===== src/hw/rtl/ugc_pkg.sv =====
package ugc_pkg;

    localparam int CP_BITS        = 21;
    localparam int COUNT_BITS_DEF = 16;
    localparam int OUT_COUNT_W    = 16;

    localparam logic [CP_BITS-1:0] CP_JOINER   = 21'h0200D;
    localparam logic [CP_BITS-1:0] CP_IND_LO   = 21'h1F1E6;
    localparam logic [CP_BITS-1:0] CP_IND_HI   = 21'h1F1FF;
    localparam logic [CP_BITS-1:0] CP_MARK0_LO = 21'h00300;
    localparam logic [CP_BITS-1:0] CP_MARK0_HI = 21'h0036F;
    localparam logic [CP_BITS-1:0] CP_MARK1_LO = 21'h01AB0;
    localparam logic [CP_BITS-1:0] CP_MARK1_HI = 21'h01AFF;
    localparam logic [CP_BITS-1:0] CP_MARK2_LO = 21'h01DC0;
    localparam logic [CP_BITS-1:0] CP_MARK2_HI = 21'h01DFF;
    localparam logic [CP_BITS-1:0] CP_MARK3_LO = 21'h020D0;
    localparam logic [CP_BITS-1:0] CP_MARK3_HI = 21'h020FF;
    localparam logic [CP_BITS-1:0] CP_MARK4_LO = 21'h0FE20;
    localparam logic [CP_BITS-1:0] CP_MARK4_HI = 21'h0FE2F;
    localparam logic [CP_BITS-1:0] CP_VSEL_LO  = 21'h0FE00;
    localparam logic [CP_BITS-1:0] CP_VSEL_HI  = 21'h0FE0F;
    localparam logic [CP_BITS-1:0] CP_VSUP_LO  = 21'hE0100;
    localparam logic [CP_BITS-1:0] CP_VSUP_HI  = 21'hE01EF;

    // codepoint class; all clear means an ordinary nonzero codepoint (ASCII, U+FFFD)
    typedef struct packed {
        logic zero;
        logic mark;
        logic ind;
        logic zwj;
    } t_cls;

    localparam t_cls CLS_PLAIN = '0;

    // one accepted byte after decode
    typedef struct packed {
        logic a_vld;   // codepoint from the pending sequence (completed or broken)
        t_cls a_cls;
        logic b_vld;   // byte read as a lead gives a plain codepoint
        logic b_end;   // raw zero lead byte
        logic c_vld;   // sequence cut off by the end of the beat marked last
        logic last;
    } t_evt;

    typedef struct packed {
        logic opened;
        logic absorb;
        logic base;
        logic ended;
    } t_clu;

    typedef struct packed {
        t_clu st;
        logic started;
    } t_take;

    function automatic logic in_rng(logic [CP_BITS-1:0] cp, logic [CP_BITS-1:0] lo,
                                    logic [CP_BITS-1:0] hi);
        return (cp >= lo) && (cp <= hi);
    endfunction

    function automatic t_cls classify(logic [CP_BITS-1:0] cp);
        t_cls c;
        c.zero = (cp == '0);
        c.ind  = in_rng(cp, CP_IND_LO, CP_IND_HI);
        c.zwj  = (cp == CP_JOINER);
        c.mark = in_rng(cp, CP_MARK0_LO, CP_MARK0_HI) || in_rng(cp, CP_MARK1_LO, CP_MARK1_HI) ||
                 in_rng(cp, CP_MARK2_LO, CP_MARK2_HI) || in_rng(cp, CP_MARK3_LO, CP_MARK3_HI) ||
                 in_rng(cp, CP_MARK4_LO, CP_MARK4_HI) || in_rng(cp, CP_VSEL_LO, CP_VSEL_HI) ||
                 in_rng(cp, CP_VSUP_LO, CP_VSUP_HI);
        return c;
    endfunction

    function automatic t_take take_cp(t_clu s, t_cls c);
        t_take r;
        r.st      = s;
        r.started = 1'b0;
        if (!s.ended) begin
            priority if (c.zero && !s.absorb) begin
                r.st.ended = 1'b1;
            end else if (!s.opened) begin
                r.st.opened = 1'b1;
                r.st.base   = c.ind;
                r.st.absorb = 1'b0;
                r.started   = 1'b1;
            end else if (s.absorb) begin
                r.st.absorb = 1'b0;
            end else if (c.zwj) begin
                r.st.absorb = 1'b1;
            end else if (!c.mark) begin
                if (s.base && c.ind) begin
                    r.st.base = 1'b0;
                end else begin
                    r.st.base   = c.ind;
                    r.st.absorb = 1'b0;
                    r.started   = 1'b1;
                end
            end
        end
        return r;
    endfunction

endpackage


===== src/hw/rtl/ugc_front.sv =====
module ugc_front (
    input  logic          i_clk,
    input  logic          i_rst_n,
    input  logic          i_valid,
    output logic          o_ready,
    input  logic [7:0]    i_byte,
    input  logic          i_last,
    output logic          o_evt_vld,
    input  logic          i_evt_rdy,
    output ugc_pkg::t_evt o_evt
);
    import ugc_pkg::*;

    logic [1:0]         r_pend, n_pend;
    logic [CP_BITS-1:0] r_part, n_part;
    logic [CP_BITS-1:0] cp_acc;
    logic               lead;
    t_evt               evt;

    assign cp_acc = {r_part[CP_BITS-7:0], i_byte[5:0]};

    always_comb begin
        evt    = '0;
        n_pend = r_pend;
        n_part = r_part;
        lead   = 1'b1;
        if (r_pend != 2'd0) begin
            if (i_byte[7:6] == 2'b10) begin
                n_part = cp_acc;
                n_pend = r_pend - 2'd1;
                lead   = 1'b0;
                if (r_pend == 2'd1) begin
                    evt.a_vld = 1'b1;
                    evt.a_cls = classify(cp_acc);
                end
            end else begin
                evt.a_vld = 1'b1;
                evt.a_cls = CLS_PLAIN;
                n_pend    = 2'd0;
            end
        end
        if (lead) begin
            priority if (i_byte == 8'h00) begin
                evt.b_end = 1'b1;
            end else if (i_byte[7] == 1'b0 || i_byte[7:6] == 2'b10) begin
                evt.b_vld = 1'b1;
            end else if (i_byte[7:5] == 3'b110) begin
                n_part = CP_BITS'(i_byte[4:0]);
                n_pend = 2'd1;
            end else if (i_byte[7:4] == 4'b1110) begin
                n_part = CP_BITS'(i_byte[3:0]);
                n_pend = 2'd2;
            end else if (i_byte[7:3] == 5'b11110) begin
                n_part = CP_BITS'(i_byte[2:0]);
                n_pend = 2'd3;
            end else begin
                evt.b_vld = 1'b1;
            end
        end
        evt.last = i_last;
        if (i_last) begin
            evt.c_vld = (n_pend != 2'd0);
            n_pend    = 2'd0;
            n_part    = '0;
        end
    end

    always_ff @(posedge i_clk) begin
        if (!i_rst_n) begin
            r_pend <= 2'd0;
            r_part <= '0;
        end else if (i_valid && i_evt_rdy) begin
            r_pend <= n_pend;
            r_part <= n_part;
        end
    end

    assign o_ready   = i_evt_rdy;
    assign o_evt_vld = i_valid;
    assign o_evt     = evt;

endmodule


===== src/hw/rtl/ugc_queue.sv =====
module ugc_queue (
    input  logic          i_clk,
    input  logic          i_rst_n,
    input  logic          i_wr_vld,
    output logic          o_wr_rdy,
    input  ugc_pkg::t_evt i_wr_evt,
    output logic          o_rd_vld,
    input  logic          i_rd_rdy,
    output ugc_pkg::t_evt o_rd_evt
);
    import ugc_pkg::*;

    localparam int DEPTH = 2;
    localparam int PTR_W = $clog2(DEPTH);
    localparam int CNT_W = $clog2(DEPTH + 1);

    t_evt             r_mem [DEPTH];
    logic [PTR_W-1:0] r_wr_ptr, r_rd_ptr;
    logic [CNT_W-1:0] r_cnt;
    logic             wr, rd;

    assign o_wr_rdy = (r_cnt != CNT_W'(DEPTH));
    assign o_rd_vld = (r_cnt != '0);
    assign wr       = i_wr_vld && o_wr_rdy;
    assign rd       = o_rd_vld && i_rd_rdy;
    assign o_rd_evt = r_mem[r_rd_ptr];

    always_ff @(posedge i_clk) begin
        if (wr) begin
            r_mem[r_wr_ptr] <= i_wr_evt;
        end
    end

    always_ff @(posedge i_clk) begin
        if (!i_rst_n) begin
            r_wr_ptr <= '0;
            r_rd_ptr <= '0;
            r_cnt    <= '0;
        end else begin
            if (wr) begin
                r_wr_ptr <= (r_wr_ptr == PTR_W'(DEPTH - 1)) ? '0 : r_wr_ptr + 1'b1;
            end
            if (rd) begin
                r_rd_ptr <= (r_rd_ptr == PTR_W'(DEPTH - 1)) ? '0 : r_rd_ptr + 1'b1;
            end
            if (wr && !rd) begin
                r_cnt <= r_cnt + 1'b1;
            end else if (rd && !wr) begin
                r_cnt <= r_cnt - 1'b1;
            end
        end
    end

endmodule


===== src/hw/rtl/ugc_back.sv =====
module ugc_back #(
    parameter int COUNT_BITS = ugc_pkg::COUNT_BITS_DEF
) (
    input  logic                            i_clk,
    input  logic                            i_rst_n,
    input  logic                            i_evt_vld,
    output logic                            o_evt_rdy,
    input  ugc_pkg::t_evt                   i_evt,
    output logic                            o_valid,
    input  logic                            i_ready,
    output logic [1:0]                      o_started,
    output logic [ugc_pkg::OUT_COUNT_W-1:0] o_count,
    output logic                            o_done
);
    import ugc_pkg::*;

    localparam int WIDE_W = (COUNT_BITS > OUT_COUNT_W) ? COUNT_BITS : OUT_COUNT_W;

    t_clu                  r_clu, n_clu;
    logic [COUNT_BITS-1:0] r_total, n_total;
    logic                  r_out_vld;
    logic [1:0]            r_started;
    logic [OUT_COUNT_W-1:0] r_count;
    logic                  r_done;

    t_take                 ta, tb, tc;
    t_clu                  s1, s2, s3;
    logic [1:0]            started;
    logic [COUNT_BITS:0]   sum;
    logic [WIDE_W-1:0]     total_wide;
    logic                  pop;

    assign pop       = i_evt_vld && (!r_out_vld || i_ready);
    assign o_evt_rdy = !r_out_vld || i_ready;

    always_comb begin
        ta = take_cp(r_clu, i_evt.a_cls);
        s1 = i_evt.a_vld ? ta.st : r_clu;
        tb = take_cp(s1, CLS_PLAIN);
        s2 = s1;
        if (i_evt.b_end) begin
            s2.ended = 1'b1;
        end else if (i_evt.b_vld) begin
            s2 = tb.st;
        end
        tc = take_cp(s2, CLS_PLAIN);
        s3 = i_evt.c_vld ? tc.st : s2;
        started = 2'({1'b0, i_evt.a_vld && ta.started})
                + 2'({1'b0, i_evt.b_vld && !i_evt.b_end && tb.started})
                + 2'({1'b0, i_evt.c_vld && tc.started});
        sum     = {1'b0, r_total} + (COUNT_BITS + 1)'(started);
        n_total = sum[COUNT_BITS] ? '1 : sum[COUNT_BITS-1:0];
        n_clu   = s3;
        total_wide = WIDE_W'(n_total);
    end

    always_ff @(posedge i_clk) begin
        if (!i_rst_n) begin
            r_clu     <= '0;
            r_total   <= '0;
            r_out_vld <= 1'b0;
        end else begin
            if (pop) begin
                r_clu   <= i_evt.last ? '0 : n_clu;
                r_total <= i_evt.last ? '0 : n_total;
            end
            if (pop) begin
                r_out_vld <= 1'b1;
            end else if (i_ready) begin
                r_out_vld <= 1'b0;
            end
        end
    end

    always_ff @(posedge i_clk) begin
        if (pop) begin
            r_started <= started;
            r_count   <= total_wide[OUT_COUNT_W-1:0];
            r_done    <= n_clu.ended || i_evt.last;
        end
    end

    assign o_valid   = r_out_vld;
    assign o_started = r_started;
    assign o_count   = r_count;
    assign o_done    = r_done;

endmodule


===== src/hw/rtl/utf8_grapheme_cluster_counter.sv =====
// UTF-8 grapheme cluster counter.
// Input channel (i_in_valid / o_in_ready): one byte of a UTF-8 string per beat,
// with i_last_byte marking the final byte of the string. A zero byte also ends it.
// Output channel (o_out_valid / i_out_ready): exactly one result beat per input
// beat, in order: clusters started by that byte, the running cluster count
// (saturating at 2^COUNT_BITS-1) and a done flag once the string has ended.
// Decode and classify write each accepted byte's event into a 2-entry queue;
// the cluster-state update then writes the result into the output register as
// the event leaves the queue. Throughput: one byte per cycle while the receiver
// takes every result, set by the cluster state update in the back end; decode
// state and cluster state are each one register set, so consecutive bytes follow
// with no gap.
// When the receiver stalls, the output register holds its beat, the queue fills,
// and o_in_ready drops once both queue entries are taken.
// Reset (synchronous, active low) clears decode state, cluster state, count and
// queue; no result is pending afterwards. The same clearing happens to the string
// state after each beat marked last.
module utf8_grapheme_cluster_counter #(
    parameter int COUNT_BITS = ugc_pkg::COUNT_BITS_DEF
) (
    input  logic                            i_clk,
    input  logic                            i_rst_n,
    input  logic                            i_in_valid,
    output logic                            o_in_ready,
    input  logic [7:0]                      i_text_byte,
    input  logic                            i_last_byte,
    output logic                            o_out_valid,
    input  logic                            i_out_ready,
    output logic [1:0]                      o_clusters_started,
    output logic [ugc_pkg::OUT_COUNT_W-1:0] o_cluster_count,
    output logic                            o_string_done
);
    import ugc_pkg::*;

    logic f_vld, f_rdy, q_vld, q_rdy;
    t_evt f_evt, q_evt;

    ugc_front u_front (
        .i_clk     (i_clk),
        .i_rst_n   (i_rst_n),
        .i_valid   (i_in_valid),
        .o_ready   (o_in_ready),
        .i_byte    (i_text_byte),
        .i_last    (i_last_byte),
        .o_evt_vld (f_vld),
        .i_evt_rdy (f_rdy),
        .o_evt     (f_evt)
    );

    ugc_queue u_queue (
        .i_clk    (i_clk),
        .i_rst_n  (i_rst_n),
        .i_wr_vld (f_vld),
        .o_wr_rdy (f_rdy),
        .i_wr_evt (f_evt),
        .o_rd_vld (q_vld),
        .i_rd_rdy (q_rdy),
        .o_rd_evt (q_evt)
    );

    ugc_back #(
        .COUNT_BITS (COUNT_BITS)
    ) u_back (
        .i_clk     (i_clk),
        .i_rst_n   (i_rst_n),
        .i_evt_vld (q_vld),
        .o_evt_rdy (q_rdy),
        .i_evt     (q_evt),
        .o_valid   (o_out_valid),
        .i_ready   (i_out_ready),
        .o_started (o_clusters_started),
        .o_count   (o_cluster_count),
        .o_done    (o_string_done)
    );

endmodule

===== config.mk =====
export PLATFORM = sky130hd
export DESIGN_NAME = utf8_grapheme_cluster_counter
export DESIGN_NICKNAME = d
export VERILOG_FILES = /design/src/hw/rtl/ugc_pkg.sv /design/src/hw/rtl/ugc_front.sv /design/src/hw/rtl/ugc_queue.sv /design/src/hw/rtl/ugc_back.sv /design/src/hw/rtl/utf8_grapheme_cluster_counter.sv
export SDC_FILE = /design/constraint.sdc
export NUM_CORES = 1
export LEC_CHECK = 0
export BUFFER_PORTS_ARGS = -buffer_cell sky130_fd_sc_hd__buf_2
export CAP_MARGIN = 20
export CORE_ASPECT_RATIO = 0.7
export CORE_MARGIN = 10
export CORE_UTILIZATION = 45
export CTS_CLUSTER_DIAMETER = 40
export DETAILED_ROUTE_END_ITERATION = 16
export GPL_ROUTABILITY_DRIVEN = 0
export PLACE_DENSITY = 0.63
export SYNTH_ARGS = -nofsm -noshare
export SYNTH_HDL_FRONTEND = slang
export SYNTH_HIERARCHICAL = 1
export SYNTH_SLANG_ARGS = --single-unit

===== constraint.sdc =====
create_clock -name i_clk -period 5.86 [get_ports i_clk]
set_input_delay 1.172 -clock i_clk [delete_from_list [all_inputs] [get_ports i_clk]]
set_output_delay 1.172 -clock i_clk [all_outputs]
set_load 0.01 [all_outputs]

==> flow_summary.toml, run 1 <==
[clock_tree]
cts-root-buf = "clkbuf_16"
holdBufCountCts = 0
clock_latency_ns = 0.33
cts-resized-gates = 0
cts.sinks = 80
postCtsSetupRepairBufs = 0
h-tree-depth = 3
cts_max_path_buffers = 2
clk_pin_slew_ns = 0.06
cts_made_buffers = 9
cts_tree = "built"

[sta]
finalMaxSlewViolations = 0
rsz0062_at_grt = "false"
fin_skew_ns = 0.00578
fmax_mhz = 220
slew_headroom_pct = 49.1
hold_violations = 0
setup_viol = 0
setup_ws_ns = 1.31
period_share_pct = 77.6
tns_ns = 0
worstMarginPinSlew_ns = 0.753
final.min_clock_period_ns = 4.55

[cells_and_area]
final_cell_mix = "43 x dfxtp_1, 37 x edfxtp_1, 33 x buf_2, 33 x nand2_1"
drive_above_1_share_pct = 16.3
fill_cells = 801
multi_input_area_mm2 = 0.00194
nNetsFinal = 445
mostFrequentLayoutCell = "dfxtp_1"
seq_area_mm2 = 0.00197
antenna_cells = 0
area_growth_pct = 11.3

[place]
pre_cts_slack_ns = 1.32
io_buffers = 33
dp.final_hpwl_mm = 6.28

[global_route]
grt_max_degree = 34
grt_pass1_vias = 2970
grt_remaining_overflow = 0
grt_first_pass_wirelength_mm = 15.0
grtUsageTotal_pct = 13.6
antenna_found_initial = 0

[floorplan]
start_util_pct = 47.3
die_w_um = 134
io-pin-count = 34
rows = 28
die_area_mm2 = 0.0133
die_h_um = 99.6
core_area_mm2 = 0.00862

[worst_setup_path]
cp-start-kind = "flip-flop"
worst-r2r-setup-slack_ns = 1.31
cp.required_ns = 5.95
cp.arrival_ns = 4.64
cp-end-kind = "flip-flop"
critPathMaxFanout = 17
critPathKind = "flip-flop to flip-flop"

[synth]
synth_fp_nets = 421
ys_seq_area_share_pct = 48.4
syn_avg_cell_area_um2 = 10.2
syn_inst = 401
synth-main-ff-cell = "dfxtp_1"
synthesis.area_mm2 = 0.00407
synth_seq_cells = 80
yosys_warnings = 6
ys_async_sr_fraction_pct = 0
synth_edf_count = 37
synth_cell_types = 66

[detailed_routing]
ant_nets = 0
finalWirelength_mm = 8.75
via_count = 3062
drt-wirelength-per-cell_um = 15.9
drt_iter0_drc = 228
drc_errors = 0
first_pass_iters = 5
viasPerCell = 5.57

[power_and_ir_drop]
report.power.total_mw = 1.74
power_density_mw_per_mm2 = 384
power.leakage_nw = 1.71
ir_worst_vdd_v = 0.000320

[hold_path]
min_path_type = "flip-flop to flip-flop"

[run]
maxCapViolCount = 0

[status]
status = "complete, no violations"
==> kinds of logic (layout without fill, tap and decap cells) <==
group	Yosys count	count (layout)	share of synthesized area, %
and+or+nand+nor	158	158	22.5
DFF	80	80	48.4
AOI/OAI and AO/OA	96	96	16.2
muxes	12	12	3.29
xor gates and xnor gates	14	14	3.01
buffers and inverters	34	63	4.08
adders and majority gates	7	7	2.52
==> worst max-delay path, cell delays in order (launching register included) <==
cell and delay [ns]:
dfxtp_1 0.55, mux2_2 0.38, nor2b_1 0.15, a211oi_1 0.63, nand2_1 0.11, a21oi_1 0.23
fa_1 0.48, ha_1 0.23, fa_1 0.44, and3_1 0.31, and3_1 0.30, nand4_4 0.23
nor2b_1 0.21, inv_1 0.05
==> Yosys cell counts (all sizes together), types with 3 or more instances <==
master	n	area, um2
and3	11	68.8
a21boi	4	30.0
xnor2	7	61.3
ha	5	62.6
and4	3	26.3
a31oi	4	25.0
buf	15	95.1
a311oi	5	43.8
a21oi	23	119
a22oi	16	120
nand2b	6	45.0
nand2	33	124
nand3	15	75.1
mux2	11	124
nor2	18	67.6
or3	4	25.0
nor2b	22	138
nor3	13	65.1
edfxtp	37	1110
nand4	7	65.1
nor4	7	43.8
o21a	3	22.5
inv	13	48.8
clkbuf	6	22.5
o21ai	16	80.1
xor2	7	61.3
nand3b	5	37.5
a21o	3	22.5
nor4b	5	58.8
dfxtp	43	861
==> routing by layer <==
metal / track usage [%] / part of all wire (%) / vias to the layer above
met5: 0 / 0 / -
met2: 18.4 / 40 / 69
li1: - / - / 1556
met4: 3.75 / 0.72 / 0
met1: 19.6 / 54 / 1433
met3: 5.03 / 5.2 / 4
==> report_power, final <==
group          internal, mW  leakage, nW  switching, mW
clock network         0.282        0.130          0.203
registers             0.710        0.706         0.0460
logic                 0.180        0.877          0.320
==> stage by stage <==
stage | instances | hold WS (ns) | utilization (%) | area, um2
after CTS | 550 | 0.485 | 52.6 | 4540
final | 550 | 0.478 | 52.6 | 4540
after floorplan | 401 | 0.444 | - | 4070
after detailed placement | 534 | 0.478 | 49.7 | 4280
after global placement | 534 | 0.468 | 49.7 | 4280
after global routing | 550 | 0.498 | 52.6 | 4540
==> worst paths after layout <==
check | endpoint | depth (start not counted) | start
min reg2reg | u_back/r_total[0]$_SDFFE_PN0P_ | 2 | u_back/r_total[0]$_SDFFE_PN0P_
max | u_back/o_count[0]$_DFFE_PP_ | 13 | flip-flop
max reg2reg | u_back/o_count[0]$_DFFE_PP_ | 13 | flip-flop
min | u_back/r_total[0]$_SDFFE_PN0P_ | 2 | u_back/r_total[0]$_SDFFE_PN0P_
==> flip-flops by register name (all words and copies together), names as in the netlist, named ones only <==
| register | count |
|---|---|
| u_front/r_pend | 2 |
| u_back/o_count | 16 |
| u_queue/r_mem | 18 |
| u_queue/r_wr_ptr | 1 |
| u_back/o_started | 2 |
| u_queue/r_rd_ptr | 1 |
| u_front/r_part | 15 |
| u_back/o_done | 1 |
| u_queue/r_cnt | 2 |
| u_back/o_valid | 1 |
| u_back/r_clu | 4 |
| u_back/r_total | 16 |
==> cell type report <==
class / instances / area share, %
clock buffers: 11 / 5.13
clock inverters: 5 / 0.524
inverters: 13 / 1.08
multi-input cells: 287 / 42.7
flip-flops and latches: 80 / 43.5
well taps: 120 / 3.31
repair buffers: 34 / 3.81
(Power assumes the default switching activity.)
==> inputs of run 2 (changes only) <==
Settings changed: PLACE_DENSITY 0.63 to 0.65.
Clock period 5.86 ns to 3.65 ns, I/O delays scaled along.
==> flow_summary.toml, run 2 (synthesis results as in run 1) <==
[status]
status = "finished, violations left"
violations = "setup timing"

[clock_tree]
cts-root-buf = "clkbuf_16"
cts_max_path_buffers = 2
cts_tree = "built"
cts_made_buffers = 9
h-tree-depth = 3
clk_pin_slew_ns = 0.06
cts.sinks = 80
clock_latency_ns = 0.34
holdBufCountCts = 0

[cells_and_area]
multi_input_area_mm2 = 0.00210
seq_area_mm2 = 0.00198
finish.utilization_pct = 56.7
regMostFlops = "u_queue/r_mem"
fill_cells = 764
fin_area_mm2 = 0.00489
largest_reg_flops = 18
drive_above_1_share_pct = 27.3
antenna_cells = 0
mostFrequentLayoutCell = "dfxtp_1"
nNetsFinal = 466
final_cell_mix = "42 x dfxtp_1, 37 x edfxtp_1, 33 x buf_2"
area_growth_pct = 20.0

[sta]
hold_violations = 0
fmax_mhz = 269
period_share_pct = 102
setup_viol = 2
rsz0062_at_grt = "true"
final.min_clock_period_ns = 3.72
tns_ns = -0.0950
finalMaxSlewViolations = 0
worstMarginPinSlew_ns = 0.693
slew_headroom_pct = 53.2
setup_ws_ns = -0.0688
fin_skew_ns = 0.00921

[hold_path]
min_path_type = "flip-flop to flip-flop"

[global_route]
grtUsageTotal_pct = 14.1
grt_first_pass_wirelength_mm = 15.5
grt_remaining_overflow = 0
grt_pass1_vias = 3105
antenna_found_initial = 0
grt_max_degree = 30

[worst_setup_path]
critPathMaxFanout = 6
cp.required_ns = 3.74
cp-start-kind = "flip-flop"
cp.arrival_ns = 3.81
cp-end-kind = "flip-flop"
critPathKind = "flip-flop to flip-flop"

[power_and_ir_drop]
ir_worst_vdd_v = 0.000596
combinationalPowerShare_pct = 33.2
power.leakage_nw = 1.85
seqPwrFrac_pct = 39.5
p_int_mw = 2.03
switchingPower_mw = 1.05
power_density_mw_per_mm2 = 630
switching_share_pct = 34.0
clkPwrFrac_pct = 27.3

[floorplan]
die_h_um = 99.6
core_area_mm2 = 0.00862
die_w_um = 134
io-pin-count = 34
start_util_pct = 47.3
die_area_mm2 = 0.0133
rows = 28

[detailed_routing]
drt_iter0_drc = 283
drt-wirelength-per-cell_um = 16.7
finalWirelength_mm = 9.56
first_pass_iters = 7
viasPerCell = 5.79
drc_errors = 0
ant_nets = 0
via_count = 3306

[place]
placed_area_mm2 = 0.00444
io_buffers = 33
pre_cts_slack_ns = -0.0208
dp.final_hpwl_mm = 6.51

[run]
maxCapViolCount = 0
run 2: critical path, stage by stage (launching register included):
cell and delay (ns):
dfxtp_4 0.38, mux2_4 0.31, and4bb_2 0.31, nor4b_4 0.20, a21oi_2 0.06, o211a_1 0.26
fa_2 0.62, ha_4 0.15, fa_2 0.20, and3_4 0.21, and3_4 0.25, and3_4 0.20
mux2i_2 0.24, inv_1 0.07
run 2: final timing paths:
| path | startpoint | cells past startpoint | slack, ns | to |
|---|---|---|---|---|
| setup / recovery | flip-flop | 13 | -0.07 | u_back/o_count[12]$_DFFE_PP_ |
| hold / removal | u_back/r_total[0]$_SDFFE_PN0P_ | 2 | 0.50 | u_back/r_total[0]$_SDFFE_PN0P_ |
| setup reg to reg | flip-flop | 13 | -0.07 | u_back/o_count[12]$_DFFE_PP_ |
| hold reg to reg | u_back/r_total[0]$_SDFFE_PN0P_ | 2 | 0.50 | u_back/r_total[0]$_SDFFE_PN0P_ |
run 2: stage by stage:
step	std cells	total power [mW]	hold WS, ns
after detailed placement	549	2.18	0.469
final	571	3.08	0.504
after CTS	565	3.03	0.478
after global routing	571	3.26	0.538
after global placement	549	2.16	0.473
after floorplan	401	1.86	0.446
run 2: layout make-up:
cell class                 instances  share of cell area, %
multi-input combinational        288                   42.9
tap                              120                   3.07
inverter                          13                  0.998
clock buffer                       9                   4.61
sequential                        80                   40.4
clock inverter                     7                   1.10
timing repair buffer              54                   6.91
run 2: power groups by stage:
stage / sequential [mW] / combinational, mW / clock, mW
after CTS: 1.21 / 0.961 / 0.856
after global routing: 1.23 / 1.13 / 0.892
after detailed placement: 1.23 / 0.955 / 0
after floorplan: 1.26 / 0.599 / 0
final: 1.21 / 1.02 / 0.841
after global placement: 1.22 / 0.938 / 0
run 2: metal layers:
metal / part of all wire, % / vias to the layer above / global-route usage, %
met2: 40 / 114 / 18.1
met5: 0 / - / 0
met3: 7.9 / 11 / 3.87
met1: 51 / 1589 / 20.9
met4: 1.3 / 0 / 6.26
li1: - / 1592 / -
run 2: what timing repair did:
action,4_1_cts,5_1_grt
pin swaps,3,11
setup buffers,0,6
gates cloned,0,1
gates resized for setup,2,29
setup endpoints to repair,7,30
==> inputs of run 3 (changes only) <==
Settings changed: CORE_UTILIZATION 45 to 35, PLACE_DENSITY 0.65 to 0.53.
==> flow_summary.toml, run 3 (synthesis results as in run 1) <==
[power_and_ir_drop]
ir_worst_vdd_v = 0.000473
power_density_mw_per_mm2 = 621
power.leakage_nw = 1.84

[cells_and_area]
final_cell_mix = "42 x dfxtp_1, 37 x edfxtp_1, 33 x buf_2"
area_growth_pct = 20.9
mostFrequentLayoutCell = "dfxtp_1"
regMostFlops = "u_queue/r_mem"
largest_reg_flops = 18
drive_above_1_share_pct = 27.6
nNetsFinal = 464
multi_input_area_mm2 = 0.00211
instances_no_fill = 602
antenna_cells = 0
fill_cells = 1091
seq_area_mm2 = 0.00198

[worst_setup_path]
crit_path_end = "u_back/o_count[12]$_DFFE_PP_"
cp-end-kind = "flip-flop"
cp.required_ns = 3.74
worst-r2r-setup-slack_ns = 0.04
critPathMaxFanout = 6
critPathKind = "flip-flop to flip-flop"
cp.arrival_ns = 3.70
cp-start-kind = "flip-flop"
r2r_end = "u_back/o_count[12]$_DFFE_PP_"
reg2regPathDepth = 13

[hold_path]
min_path_type = "flip-flop to flip-flop"
holdPathStages = 2

[global_route]
grt_remaining_overflow = 0
antenna_found_initial = 0
grt_first_pass_wirelength_mm = 15.3
grt_max_degree = 21
grtUsageTotal_pct = 11.7
grt_pass1_vias = 2977

[clock_tree]
clk_pin_slew_ns = 0.07
holdBufCountCts = 0
cts_tree = "built"
cts-root-buf = "clkbuf_16"
h-tree-depth = 3
cts_max_path_buffers = 2
cts_made_buffers = 9
clock_latency_ns = 0.33
cts.sinks = 80

[sta]
hold_violations = 0
finalMaxSlewViolations = 0
final.min_clock_period_ns = 3.61
setup_viol = 0
fin_skew_ns = 0.00571
period_share_pct = 99.0
hold_ws_ns = 0.484
worstMarginPinSlew_ns = 0.645
slew_headroom_pct = 56.4
fmax_mhz = 277
rsz0062_at_grt = "true"

[detailed_routing]
drc_errors = 0
first_pass_iters = 5
drt_iter0_drc = 250
viasPerCell = 5.33
via_count = 3206
ant_nets = 0
finalWirelength_mm = 9.67
drt-wirelength-per-cell_um = 16.1

[status]
status = "complete, no violations"

[floorplan]
rows = 32
die_h_um = 110
core_area_mm2 = 0.0112
io-pin-count = 34
die_w_um = 149
die_area_mm2 = 0.0164
start_util_pct = 36.3

[place]
dp.final_hpwl_mm = 6.96
io_buffers = 33
place_inst = 583

[run]
maxCapViolCount = 0
run 3: cell count changes in the layout (fill, tap and decap cells not counted), sizes merged:
cell,change
buf,-1
nand4,-1
inv,+1
clkinv,-1
run 3: worst max-delay path, cell delays in order, from the launching register on:
cell and delay [ns]:
dfxtp_4 0.38, mux2_4 0.30, and4bb_2 0.30, nor4b_4 0.20, a21oi_2 0.05, o211a_1 0.26, fa_1 0.57, ha_2 0.19
fa_2 0.20, and3_4 0.21, and3_4 0.22, and3_4 0.20, mux2i_4 0.22, inv_1 0.05
run 3: cell type report:
cell class,count,share of cell area [%]
Clock inverter,7,1.09
Sequential cell,80,40.1
Inverter,13,0.990
Clock buffer,9,4.57
Tap cell,153,3.89
Multi-Input combinational cell,287,42.7
Timing Repair Buffer,53,6.63
run 3: how the worst min path moves through the flow:
| stage | slack, ns | start | end |
|---|---|---|---|
| detailed placement | 0.47 | u_back/r_total[0]$_SDFFE_PN0P_ | u_back/r_total[0]$_SDFFE_PN0P_ |
| global placement | 0.47 | u_back/r_total[0]$_SDFFE_PN0P_ | u_back/r_total[0]$_SDFFE_PN0P_ |
| floorplan | 0.45 | u_back/r_total[0]$_SDFFE_PN0P_ | u_back/r_total[0]$_SDFFE_PN0P_ |
| CTS | 0.48 | u_back/r_total[0]$_SDFFE_PN0P_ | u_back/r_total[0]$_SDFFE_PN0P_ |
| global route | 0.49 | u_back/r_total[0]$_SDFFE_PN0P_ | u_back/r_total[0]$_SDFFE_PN0P_ |
| finish | 0.48 | u_back/r_total[0]$_SDFFE_PN0P_ | u_back/r_total[0]$_SDFFE_PN0P_ |
run 3: timing repair:
item,in CTS,in global routing
endpoints found under the hold margin,0,0
cloned,0,0
endpoints found under the setup margin,3,31
gates resized for setup,2,33
buffers inserted,0,3
pin swaps,2,12
run 3: metrics by stage:
step / worst slack, ns / setup TNS, ns / power [mW] / utilization (%) / instance area, um2
after floorplan: -0.111 / -0.879 / 1.86 / - / 4150
after global placement: 0.0530 / 0 / 2.18 / 40.1 / 4490
after detailed placement: -0.0129 / -0.0129 / 2.19 / 40.1 / 4490
after CTS: 0.00196 / 0 / 3.06 / 42.6 / 4780
after global routing: -0.106 / -0.862 / 3.24 / 44.0 / 4930
final: 0.0370 / 0 / 3.06 / 44.0 / 4930
run 3: routing by layer:
metal | global-route usage, % | part of all wire (%) | up-vias | wire length, um
met2 | 15.8 | 41 | 52 | 4000
met4 | 3.21 | 0.26 | 0 | 25
met3 | 3.38 | 3.8 | 2 | 370
met1 | 17.5 | 55 | 1566 | 5270
met5 | 0 | 0 | - | 0
li1 | - | - | 1586 | -
run 3: power by group:
part | internal, mW | switching (mW)
combinational | 0.410 | 0.589
sequential | 1.14 | 0.0696
clock | 0.467 | 0.383
